File: src/hw/rtl/assert_macros.svh
// assertion macros used by the core rtl file
`ifndef ASSERT_MACROS_SVH
`define ASSERT_MACROS_SVH

`ifndef SYNTHESIS
// clocked check, disabled while reset is low
`define FRTS_ASSERT(lbl, clk, rst_n, prop, msg) \
    lbl: assert property (@(posedge clk) disable iff (!rst_n) prop) else $error(msg);
// clocked check that also runs during reset
`define FRTS_ASSERT_ALWAYS(lbl, clk, prop, msg) \
    lbl: assert property (@(posedge clk) prop) else $error(msg);
`else
`define FRTS_ASSERT(lbl, clk, rst_n, prop, msg)
`define FRTS_ASSERT_ALWAYS(lbl, clk, prop, msg)
`endif

`endif

File: src/hw/rtl/frts_pkg.sv
// types and constants of the frame rate tick scheduler
package frts_pkg;

    localparam int unsigned ELAPSED_W  = 16;
    localparam int unsigned RATE_W     = 16;
    localparam int unsigned FCOUNT_W   = 16;
    localparam int unsigned ACC_W      = 28;
    localparam int unsigned ACC_SUM_W  = 29;
    localparam int unsigned PERIOD_W   = 28;
    localparam int unsigned CFG_ADDR_W = 2;
    localparam int unsigned CFG_DATA_W = 16;
    localparam int unsigned OUT_DATA_W = 24;

    localparam logic [RATE_W-1:0]   RATE_DEFAULT_Q8 = 16'd3072;
    localparam logic [RATE_W-1:0]   RATE_MAX_Q8     = 16'd30720;
    localparam logic [PERIOD_W-1:0] US_PER_SEC_Q8   = 28'd256000000;
    localparam logic [9:0]          US_PER_MS       = 10'd1000;

    // register indexes of the configuration port
    localparam logic [CFG_ADDR_W-1:0] CFG_MOVIE_LOADED = 2'd0;
    localparam logic [CFG_ADDR_W-1:0] CFG_FRAME_COUNT  = 2'd1;
    localparam logic [CFG_ADDR_W-1:0] CFG_FRAME_RATE   = 2'd2;

    typedef enum logic [2:0] {
        ST_IDLE,
        ST_PERIOD,
        ST_ADVANCE,
        ST_WRAP,
        ST_OUT
    } t_state;

    typedef struct packed {
        logic start;
    } t_div_ctl;

    typedef struct packed {
        logic busy;
        logic done;
    } t_div_stat;

    // zero means unspecified, anything above 120.0 is held at 120.0
    function automatic logic [RATE_W-1:0] clamp_rate(input logic [RATE_W-1:0] rate);
        logic [RATE_W-1:0] r;
        r = rate;
        if (r == '0) begin
            r = RATE_DEFAULT_Q8;
        end
        if (r > RATE_MAX_Q8) begin
            r = RATE_MAX_Q8;
        end
        return r;
    endfunction

endpackage

File: src/hw/rtl/frame_rate_tick_scheduler_core.sv
// frame rate tick scheduler: sequencer, state and stream ports around one divider
//
//  channel    | direction | accepted when                      | payload
//  s_axis     | in        | s_axis_tvalid & s_axis_tready      | elapsed_ms
//  m_axis     | out       | m_axis_tvalid & m_axis_tready      | frame_changed, frame_number
//  cfg        | in        | i_cfg_we                           | register index, value
//
// an active tick runs three divides on the shared divider (period, advance, wrap),
// then loads the output register once it is free and returns to idle to take the
// next request
// an idle tick (not loaded, zero elapsed, count of one or less) skips the divides
// s_axis_tready is high only while the sequencer is idle; a finished result waits in
// the output register and a new request is taken meanwhile
// synchronous active-low reset clears the config registers, state, accumulator, frame and output valid
`include "assert_macros.svh"

module frame_rate_tick_scheduler_core
    import frts_pkg::*;
#(
    parameter int unsigned COUNT_BITS = 16
) (
    input  logic                  i_clk,
    input  logic                  i_rst_n,
    // config write port
    input  logic                  i_cfg_we,
    input  logic [CFG_ADDR_W-1:0] i_cfg_addr,
    input  logic [CFG_DATA_W-1:0] i_cfg_wdata,
    // tick requests
    input  logic                  s_axis_tvalid,
    output logic                  s_axis_tready,
    input  logic [ELAPSED_W-1:0]  s_axis_tdata,   // [15:0] elapsed_ms
    // results
    output logic                  m_axis_tvalid,
    input  logic                  m_axis_tready,
    output logic [OUT_DATA_W-1:0] m_axis_tdata    // [0] frame_changed, [16:1] frame_number
);

    localparam int unsigned NW    = (COUNT_BITS < FCOUNT_W) ? COUNT_BITS : FCOUNT_W;
    localparam int unsigned WIDE  = (COUNT_BITS > FCOUNT_W) ? COUNT_BITS : FCOUNT_W;
    localparam int unsigned SUM_W = WIDE + 1;
    localparam int unsigned DW    = (SUM_W > ACC_SUM_W) ? SUM_W : ACC_SUM_W;

    t_state                r_state;
    t_state                n_state;

    logic                  r_loaded;
    logic [FCOUNT_W-1:0]   r_count;
    logic [RATE_W-1:0]     r_rate;

    logic [ACC_W-1:0]      r_accum;
    logic [COUNT_BITS-1:0] r_frame;
    logic [ACC_SUM_W-1:0]  r_acc_sum;
    logic                  r_chg;

    logic                  r_m_valid;
    logic                  r_m_changed;
    logic [FCOUNT_W-1:0]   r_m_frame;

    logic [NW-1:0]         n_frames;
    logic                  active;
    logic [ACC_SUM_W-1:0]  acc_sum;
    logic [SUM_W-1:0]      frame_sum;
    logic [COUNT_BITS-1:0] wrapped;
    logic                  out_free;

    t_div_ctl              div_ctl;
    t_div_stat             div_stat;
    logic [DW-1:0]         div_dividend;
    logic [PERIOD_W-1:0]   div_divisor;
    logic [DW-1:0]         div_quo;
    logic [PERIOD_W-1:0]   div_rem;

    frts_div #(
        .DIVIDEND_W (DW),
        .DIVISOR_W  (PERIOD_W)
    ) u_div (
        .i_clk       (i_clk),
        .i_rst_n     (i_rst_n),
        .i_ctl       (div_ctl),
        .i_dividend  (div_dividend),
        .i_divisor   (div_divisor),
        .o_stat      (div_stat),
        .o_quotient  (div_quo),
        .o_remainder (div_rem)
    );

    always_comb begin
        n_frames  = r_count[NW-1:0];
        active    = r_loaded && (s_axis_tdata != '0) && (n_frames > NW'(1));
        acc_sum   = ACC_SUM_W'(r_accum)
                  + ACC_SUM_W'(s_axis_tdata) * ACC_SUM_W'(US_PER_MS);
        frame_sum = SUM_W'(r_frame) + SUM_W'(div_quo[FCOUNT_W-1:0]);
        // remainder of the wrap divide is below the frame count
        wrapped   = COUNT_BITS'(div_rem[NW-1:0]);
        out_free  = !r_m_valid || m_axis_tready;
    end

    // next state
    always_comb begin
        n_state = r_state;
        unique case (r_state)
            ST_IDLE: begin
                if (s_axis_tvalid) begin
                    n_state = active ? ST_PERIOD : ST_OUT;
                end
            end
            ST_PERIOD: begin
                if (div_stat.done) begin
                    n_state = ST_ADVANCE;
                end
            end
            ST_ADVANCE: begin
                if (div_stat.done) begin
                    n_state = ST_WRAP;
                end
            end
            ST_WRAP: begin
                if (div_stat.done) begin
                    n_state = ST_OUT;
                end
            end
            ST_OUT: begin
                if (out_free) begin
                    n_state = ST_IDLE;
                end
            end
            default: n_state = ST_IDLE;
        endcase
    end

    // sequencer outputs: handshake and divider operands
    always_comb begin
        s_axis_tready = 1'b0;
        div_ctl.start = 1'b0;
        div_dividend  = '0;
        div_divisor   = '0;
        unique case (r_state)
            ST_IDLE: begin
                s_axis_tready = 1'b1;
                div_ctl.start = s_axis_tvalid && active;
                // period rounded half up
                div_dividend  = DW'(US_PER_SEC_Q8 + PERIOD_W'(clamp_rate(r_rate) >> 1));
                div_divisor   = PERIOD_W'(clamp_rate(r_rate));
            end
            ST_PERIOD: begin
                div_ctl.start = div_stat.done;
                div_dividend  = DW'(r_acc_sum);
                div_divisor   = div_quo[PERIOD_W-1:0];
            end
            ST_ADVANCE: begin
                div_ctl.start = div_stat.done;
                div_dividend  = DW'(frame_sum);
                div_divisor   = PERIOD_W'(n_frames);
            end
            ST_WRAP: begin
            end
            ST_OUT: begin
            end
            default: begin
            end
        endcase
    end

    always_ff @(posedge i_clk) begin
        if (!i_rst_n) begin
            r_state <= ST_IDLE;
        end else begin
            r_state <= n_state;
        end
    end

    // configuration registers
    always_ff @(posedge i_clk) begin
        if (!i_rst_n) begin
            r_loaded <= 1'b0;
            r_count  <= '0;
            r_rate   <= '0;
        end else if (i_cfg_we) begin
            unique case (i_cfg_addr)
                CFG_MOVIE_LOADED: r_loaded <= i_cfg_wdata[0];
                CFG_FRAME_COUNT:  r_count  <= i_cfg_wdata;
                CFG_FRAME_RATE:   r_rate   <= i_cfg_wdata;
                default: begin
                end
            endcase
        end
    end

    // playback state
    always_ff @(posedge i_clk) begin
        if (!i_rst_n) begin
            r_accum <= '0;
            r_frame <= '0;
        end else begin
            if (r_state == ST_ADVANCE && div_stat.done) begin
                r_accum <= div_rem[ACC_W-1:0];
            end
            if (r_state == ST_WRAP && div_stat.done) begin
                r_frame <= wrapped;
            end
        end
    end

    always_ff @(posedge i_clk) begin
        if (r_state == ST_IDLE && s_axis_tvalid) begin
            r_acc_sum <= acc_sum;
            r_chg     <= 1'b0;
        end else if (r_state == ST_WRAP && div_stat.done) begin
            r_chg     <= (wrapped != r_frame);
        end
    end

    // output register
    always_ff @(posedge i_clk) begin
        if (!i_rst_n) begin
            r_m_valid <= 1'b0;
        end else if (r_state == ST_OUT && out_free) begin
            r_m_valid <= 1'b1;
        end else if (m_axis_tready) begin
            r_m_valid <= 1'b0;
        end
    end

    always_ff @(posedge i_clk) begin
        if (r_state == ST_OUT && out_free) begin
            r_m_changed <= r_chg;
            r_m_frame   <= FCOUNT_W'(r_frame[NW-1:0]);
        end
    end

    assign m_axis_tvalid = r_m_valid;
    assign m_axis_tdata  = {{(OUT_DATA_W - FCOUNT_W - 1){1'b0}}, r_m_frame, r_m_changed};

    `FRTS_ASSERT(a_wrap_below_count, i_clk, i_rst_n, (r_state == ST_WRAP && div_stat.done) |=> (r_frame[NW-1:0] < n_frames), "frame not below count after wrap")
    `FRTS_ASSERT(a_accum_held, i_clk, i_rst_n, !(r_state == ST_ADVANCE && div_stat.done) |=> $stable(r_accum), "accumulator changed outside advance step")
    `FRTS_ASSERT(a_busy_after_accept, i_clk, i_rst_n, (s_axis_tvalid && s_axis_tready) |=> !s_axis_tready, "new request taken right after accept")
    `FRTS_ASSERT(a_div_idle, i_clk, i_rst_n, (r_state == ST_IDLE || r_state == ST_OUT) |-> !div_stat.busy, "divider busy outside compute states")

endmodule

File: src/hw/rtl/frts_div.sv
// shared restoring divider, one quotient bit per cycle
module frts_div
    import frts_pkg::*;
#(
    parameter int unsigned DIVIDEND_W = 29,
    parameter int unsigned DIVISOR_W  = 28
) (
    input  logic                  i_clk,
    input  logic                  i_rst_n,
    input  t_div_ctl              i_ctl,
    input  logic [DIVIDEND_W-1:0] i_dividend,
    input  logic [DIVISOR_W-1:0]  i_divisor,
    output t_div_stat             o_stat,
    output logic [DIVIDEND_W-1:0] o_quotient,
    output logic [DIVISOR_W-1:0]  o_remainder
);

    localparam int unsigned CNT_W = $clog2(DIVIDEND_W + 1);

    logic                  r_busy;
    logic                  r_done;
    logic [CNT_W-1:0]      r_cnt;
    logic [DIVIDEND_W-1:0] r_quo;
    logic [DIVISOR_W-1:0]  r_rem;
    logic [DIVISOR_W-1:0]  r_dvs;

    logic [DIVISOR_W:0]    shifted;
    logic [DIVISOR_W:0]    diff;
    logic                  ge;

    always_comb begin
        shifted = {r_rem, r_quo[DIVIDEND_W-1]};
        ge      = (shifted >= {1'b0, r_dvs});
        diff    = shifted - {1'b0, r_dvs};
    end

    always_ff @(posedge i_clk) begin
        if (!i_rst_n) begin
            r_busy <= 1'b0;
            r_done <= 1'b0;
            r_cnt  <= '0;
        end else begin
            r_done <= 1'b0;
            if (i_ctl.start) begin
                r_busy <= 1'b1;
                r_cnt  <= CNT_W'(DIVIDEND_W);
            end else if (r_busy) begin
                r_cnt <= r_cnt - 1'b1;
                if (r_cnt == CNT_W'(1)) begin
                    r_busy <= 1'b0;
                    r_done <= 1'b1;
                end
            end
        end
    end

    always_ff @(posedge i_clk) begin
        if (i_ctl.start) begin
            r_quo <= i_dividend;
            r_rem <= '0;
            r_dvs <= i_divisor;
        end else if (r_busy) begin
            // remainder stays below the divisor, so one bit less is enough
            r_rem <= ge ? diff[DIVISOR_W-1:0] : shifted[DIVISOR_W-1:0];
            r_quo <= {r_quo[DIVIDEND_W-2:0], ge};
        end
    end

    assign o_stat.busy = r_busy;
    assign o_stat.done = r_done;
    assign o_quotient  = r_quo;
    assign o_remainder = r_rem;

endmodule

File: config.mk
export PLATFORM = sky130hd
export DESIGN_NAME = frame_rate_tick_scheduler_core
export DESIGN_NICKNAME = d
export VERILOG_FILES = /design/src/hw/rtl/frts_pkg.sv /design/src/hw/rtl/frame_rate_tick_scheduler_core.sv /design/src/hw/rtl/frts_div.sv
export VERILOG_INCLUDE_DIRS = /design/src /design/src/hw/rtl
export SDC_FILE = /design/constraint.sdc
export NUM_CORES = 1
export LEC_CHECK = 0
export ABC_AREA = 1
export BUFFER_PORTS_ARGS = -buffer_cell sky130_fd_sc_hd__buf_2
export CAP_MARGIN = 20
export CORE_ASPECT_RATIO = 1.25
export CORE_MARGIN = 2
export CORE_UTILIZATION = 33
export DETAILED_ROUTE_END_ITERATION = 6
export GPL_ROUTABILITY_DRIVEN = 0
export HOLD_SLACK_MARGIN = 0.12
export PLACE_DENSITY = 0.56
export SYNTH_ARGS = -nofsm -noshare
export SYNTH_HDL_FRONTEND = slang
export SYNTH_SLANG_ARGS = --single-unit
File: constraint.sdc
create_clock -name i_clk -period 6.96 [get_ports i_clk]
set_input_delay 0.696 -clock i_clk [delete_from_list [all_inputs] [get_ports i_clk]]
set_output_delay 0.696 -clock i_clk [all_outputs]
set_load 0.01 [all_outputs]
# Word level (Yosys, flattened, before mapping)

Index checks and enable logic that the tools add are counted.

Word-level logic and storage cells: 90
Output and inout port bits: 26
Input bits: 39
Register bits after elaboration: 220

Bitwise operators: 2
Multiply operators: 1
Magnitude comparators: 3
Eq/ne operators: 13
Mux-type cells: 26
$add $sub $neg: 5
Reductions and logical operators: 22

Operator list:

| cell                                                                   | number |
|---|---|
| 29-bit case mux with 3 select lines                                    | 1 |
| 28-bit case mux with 3 select lines                                    | 1 |
| 16-bit two-way mux                                                     | 4 |
| 29-bit two-way mux                                                     | 2 |
| 28-bit by 15-bit adder with 29-bit output, first input constant        | 1 |
| 28-bit by 26-bit adder with 29-bit output                              | 1 |
| 29-bit by 28-bit >= comparator with 1-bit output                       | 1 |
| 28-bit two-way mux                                                     | 1 |
| 28-bit subtractor                                                      | 1 |
| 16-bit by 7-bit multiplier with 23-bit output, second input constant   | 1 |
| 3-bit two-way mux                                                      | 6 |
| 16-bit by 16-bit adder with 17-bit output                              | 1 |
| 16-bit by 1-bit > comparator with 1-bit output, second input constant  | 1 |
| 16-bit by 15-bit > comparator with 1-bit output, second input constant | 1 |
| 16-bit zero test                                                       | 1 |
| 16-bit != test                                                         | 1 |
| 16-bit nonzero test                                                    | 1 |
| 3-bit case mux with 5 select lines                                     | 1 |
| 5-bit two-way mux                                                      | 2 |
| 1-bit logical AND                                                      | 7 |
| 1-bit two-way mux                                                      | 7 |
| 3-bit by 2-bit equality test with 1-bit output, second input constant  | 2 |
| 2-bit by 1-bit != test with 1-bit output, second input constant        | 3 |
| 2-bit AND reduction                                                    | 3 |
| 17 further kinds                                                       | 21 |

# Longest topological paths before layout

Depth after elaboration: 9
Depth in mapped cells: 26
Mapped depth without buffers: 26

# By module

Synthesis repeated with hierarchy kept, for this count alone.

Cell total of the unflattened synthesis: 2406
Area, all modules: 17031.3 sq um

By module, submodules not included:

| module                         | sequential area each (sq um) | cells each | instances | area an instance (sq um) |
|---|---|---|---|---|
| frame_rate_tick_scheduler_core | 3022.9                       | 1554       | 1         | 11108.2 |
| frts_div                       | 2412.3                       | 852        | 1         | 5923.2 |

# Least setup slack after synthesis

OpenSTA, ideal clock, no wires.

Path type: input-to-reg
From: input port s_axis_tdata[10]
To: register r_acc_sum[27] (data pin)
Data arrival time: 5.149 ns
Slack: 1.559 ns
Path buffers: 1
Data required time: 6.707 ns
Library setup time: 0.253 ns
Cell stages on the path: 24
Cells stage by stage: inv_1 fa_1 fa_1 inv_1 fa_1 inv_1 fa_1 inv_1 ha_1 nand2_1 nor2_1 nand3_1 nand4_1 a21oi_1 xor2_1 ha_1 clkbuf_1 nand2_1 nor2_1 inv_1 nor3_1 o21ai_0 nand4_1 nand2_1

Cells in the longest elaborated chain, start to end: 2

RTL lines:

| what                                          | line                                  | RTL |
|---|---|---|
| start: declaration                            | frame_rate_tick_scheduler_core.sv:31  | `input logic [ELAPSED_W-1:0] s_axis_tdata,` |
| 16-bit by 7-bit multiplier with 23-bit output | frame_rate_tick_scheduler_core.sv:91  | `+ ACC_SUM_W'(s_axis_tdata) * ACC_SUM_W'(US_PER_MS);` |
| 28-bit by 26-bit adder with 29-bit output     | frame_rate_tick_scheduler_core.sv:91  |  |
| via acc_sum[27]                               | frame_rate_tick_scheduler_core.sv:61  | `logic [ACC_SUM_W-1:0] acc_sum;` |
| end signal: assignment                        | frame_rate_tick_scheduler_core.sv:206 | `r_acc_sum <= acc_sum;` |
| end: declaration                              | frame_rate_tick_scheduler_core.sv:52  | `logic [ACC_SUM_W-1:0] r_acc_sum;` |

The timed path passes the listed nets, and every way through them passes these cells.
A chain may end at the register's enable or synchronous reset.

# Final worst setup path

From: input port s_axis_tdata[10]
To: register r_acc_sum[22] (data pin)

Same word-level chain as after synthesis.

==> parameters.txt <==
Parameter                              Value

Global route
  Largest net degree at the start of global routing ... 59
  Final global-route overflow total ... 0
  Via count of the first global-routing pass ... approximately 14000
  Highest-utilization routing layer at the global route stage ... met2
  Global Route met3 Usage ... ~1.3%
  Met2 usage ... 34.4%
  Antenna violations before repair ... 0
  Global-route wire length before repair ... about 76 mm
  GRT Resource Usage Total ... about a fifth
  Met1 Track Usage GR ... approximately a quarter

Clocking
  Post-CTS setup buffers ... 0
  CTS H-tree depth ... 1
  Clock network latency to the later pin of the worst-skew pair ... 0.57 ns
  Clock root buffer ... sky130_fd_sc_hd__clkbuf_16
  Total clock buffers created by CTS ... 24
  CTS Hold Buffers Added ... 0
  Clock slew at the register clock pins of the worst setup and hold paths ... roughly 0.060 ns
  TritonCTS clock tree ... built
  Buffer depth of the longest clock path ... 3
  Number of clock sinks ... 220
  Resized cells post-CTS ... 0

Worst setup path
  Sum of buffers and inverters on the critical path ... 6
  FF-to-FF setup slack ... 3.59 ns
  Most repeated library cell on the critical path ... sky130_fd_sc_hd__inv_1
  Crit Reg-Reg Startpoint ... r_state[2]
  CP Depth ... 23
  Critical path start-end classification ... input port to flop
  Critical path launch point type ... input port
  Largest delay contributor family on the critical path ... adder cells
  Cell chain of the critical path ... buf_2 > inv_1 > fa_1 > fa_1 > inv_1 > fa_1 > inv_1 > fa_1 > inv_1 > ha_1 > nand2_1 > nor2_1 > nand2_1 > o21ai_0 > xor2_1 > ha_1 > nand2_1 > nor2_1 > inv_1 > nor2_1 > nand4_1 > nand4_1 > xor2_1
  Number of cell instances on the worst register-to-register path ... 12
  CP endpoint kind ... flop
  Worst-path cell with the longest stage delay ... sky130_fd_sc_hd__fa_1
  R2R Path End ... u_div.o_remainder[21]
  Required time of the critical path ... just over 7 ns
  Worst Path Arrival ... approximately 6.0 ns
  Maximum net fanout on the critical path ... 5
  Delay contributed by the slowest stage of the critical path ... 0.52 ns

Synth
  Portion of synthesized cell area occupied by the leading cell type ... approximately a fifth
  Flip-flop and latch count after synthesis ... 220
  Cell types occupying the most area after synthesis ... sky130_fd_sc_hd__edfxtp_1 19%, sky130_fd_sc_hd__dfxtp_1 14%, sky130_fd_sc_hd__nand2_1 11%
  Cell taking the most area after synthesis ... sky130_fd_sc_hd__edfxtp_1
  Syn Area/Cell ... 7.53 um^2
  Post-synth cell types ... 49
  Mapped Cells ... about 2200
  Cell area after synthesis ... between 0.015 and 0.02 mm^2
  Warning count from the yosys run ... 0
  Portion of the post-synthesis area used by sequential elements ... 33.3%

Hold path
  Hold/Removal Path Class ... input port to flop
  Worst Hold Launch ... i_cfg_wdata[9]
  Worst hold path stage count ... 3
  Endpoint of the worst hold-timing path ... r_rate[9]

Final layout
  Footprint of the multi-input gates ... a little over 0.009 mm^2
  Area of all sequential standard cells ... between 0.005 and 0.006 mm^2
  # fillers ... 5104
  Area growth syn-to-layout ... 10.6%
  Number of inserted diodes ... 0
  Share of cells above drive strength 1 ... under 10%
  Final Net Count ... roughly 2400

Pwr
  Peak VDD IR ... approximately 0.17 mV
  Leakage Power ... approximately 0.0084 uW
  P per Cell Area ... around 320 mW/mm^2

Timing
  Hold slack final ... 0.382 ns
  Max-slew violation total from the final report ... 0
  Worst-margin pin slew ... 0.886 ns
  Final TNS setup ... 0 ns
  Headroom to the max-slew limit ... between 40% and 50%
  Number of failing hold endpoints at the final stage ... 0
  Min Tclk post-route ... 5.75 ns
  Setup repair after global routing missed its margin ... false
  Final critical-path setup slack ... approximately 1.2 ns
  Worst Clk Skew ... between 0.03 and 0.04 ns
  Max Clock Freq ... ~0.17 GHz
  Final clock period utilization by the worst path ... between 80 and 90%
  Final setup violation count ... 0

Die
  Width of the die ... 203 um
  Area of the core region ... around 0.049 mm^2
  Die Y ... 253 um
  Die area ... 0.0512 mm^2
  Placement Rows ... 91
  Top-level port count ... 65
  Initial Utilization ... approximately 33%

Placement
  Detailed-placement wirelength estimate ... 38.2 mm
  Port Buffers ... 57
  Dpl ws ... just over 0.7 ns

Route
  Pre-Repair DR Iteration Count ... 7
  Final ANT Viol Nets ... 0
  Count of routing violations after the opening detailed-route iteration ... roughly 1100
  Ratio of routed vias to standard cells ... about 5
  Routed length per placed instance ... around 17 um
  Total detailed-routing wirelength ... a little under 50 mm
  Total via count after detailed routing ... roughly 14000
  DRC viols ... 0

Run status
  Run status ... complete, no violations

Job
  Count of max-cap constraint violations ... 0
Yosys cell counts, drive strengths merged:
library cell and number:
nor4 5, inv 344, dfxtp 117, nand3 155, a211oi 1, o21a 3
a31oi 7, a22o 1, nand4 32, o221ai 8, nor2 203, conb 1
and2 1, and3 5, edfxtp 103, a21o 6, xor2 35, clkinv 3
a31o 1, nand2 488, o31ai 3, o22ai 2, clkbuf 27, o211ai 4
xnor2 33, o21ai 124, fa 57, o21bai 14, ha 130, or2 9
nor3 26, a21oi 177, a32o 1, nand3b 6, buf 35
how the worst max path moves through the flow:
stage	from	end	slack, ns
global placement	s_axis_tdata[4]	r_acc_sum[22]	0.80
floorplan	s_axis_tdata[10]	r_acc_sum[27]	1.56
detailed placement	s_axis_tdata[10]	r_acc_sum[22]	0.71
global route	s_axis_tdata[1]	r_acc_sum[22]	0.93
finish	s_axis_tdata[10]	r_acc_sum[22]	1.21
CTS	s_axis_tdata[10]	r_acc_sum[22]	1.27
where the power goes:
part / leakage, uW / switching, uW / internal (uW)
clock network: 0.000391 / 564 / 778
logic: 0.00613 / 1840 / 927
registers: 0.00191 / 50.7 / 1570
per-stage QoR:
step | util (%) | area, um^2 | total power [uW] | instances
after floorplan | - | 16300 | 3680 | 2173
after global placement | 35.1 | 17200 | 4350 | 2830
after detailed placement | 35.1 | 17200 | 4380 | 2831
after CTS | 36.8 | 18000 | 5730 | 2875
after global routing | 36.8 | 18000 | 6150 | 2875
final | 36.8 | 18000 | 5740 | 2875
per-layer routing:
layer,routed length [um],share of wire (%),up-vias
li1,-,-,7139
met1,20400,42,6806
met2,24200,50,400
met3,2250,4.6,92
met4,1430,3.0,0
met5,0,0,-
state kept, by name, summed over array words and instances, names as in the netlist, 3 cells and up:
name / flops
u_div.o_quotient: 29
r_frame: 16
u_div.r_dvs: 28
r_rate: 16
r_accum: 28
r_m_frame: 16
u_div.o_remainder: 28
r_acc_sum: 29
n_frames: 16
u_div.r_cnt: 5
r_state: 3
placed cells by master (no fill, tap or decap), types with 7 or more instances in the layout:
master                      count
sky130_fd_sc_hd__clkbuf_16     24
sky130_fd_sc_hd__edfxtp_1     103
sky130_fd_sc_hd__nand3_1      152
sky130_fd_sc_hd__nor3_1        23
sky130_fd_sc_hd__inv_1        339
sky130_fd_sc_hd__buf_2         57
sky130_fd_sc_hd__nand2_1      479
sky130_fd_sc_hd__ha_1         130
sky130_fd_sc_hd__nand2_2        9
sky130_fd_sc_hd__o221ai_1       8
sky130_fd_sc_hd__xor2_1        35
sky130_fd_sc_hd__clkbuf_1       8
sky130_fd_sc_hd__nand4_1       32
sky130_fd_sc_hd__fa_1          57
sky130_fd_sc_hd__nor2_1       183
sky130_fd_sc_hd__a31oi_1        7
sky130_fd_sc_hd__o21ai_0      110
sky130_fd_sc_hd__a21oi_1      175
sky130_fd_sc_hd__nor2_2        19
sky130_fd_sc_hd__or2_2          8
sky130_fd_sc_hd__o21ai_1       14
sky130_fd_sc_hd__buf_4         11
sky130_fd_sc_hd__xnor2_1       33
sky130_fd_sc_hd__dfxtp_1      117
sky130_fd_sc_hd__o21bai_1      14
sky130_fd_sc_hd__conb_1         7
layout make-up:
class / instances / share of cell area (%)
inverters: 347 / 7.22
flip-flops and latches: 220 / 30.1
well taps: 651 / 4.51
clock inverters: 10 / 0.860
clock buffers: 34 / 3.65
multi-input cells: 1544 / 51.5
repair buffers: 69 / 2.19
worst min-delay path: stages:
cell	delay, ns
sky130_fd_sc_hd__buf_2	0.09
sky130_fd_sc_hd__nor2_1	0.04
sky130_fd_sc_hd__nor2_1	0.08
cells by family (layout without fill, tap and decap cells):
| family | Yosys count | in the layout | share of synthesized area, % |
|---|---|---|---|
| simple gates | 930 | 930 | 24.4 |
| xor+xnor | 68 | 68 | 3.65 |
| fa+ha+maj | 187 | 187 | 17.0 |
| buf+inv | 409 | 460 | 10.0 |
| compound gates | 352 | 352 | 11.6 |
| other cells | 1 | 7 | 0.0230 |
| flops | 220 | 220 | 33.3 |
No activity file was read; power rests on OpenSTA's default activity.
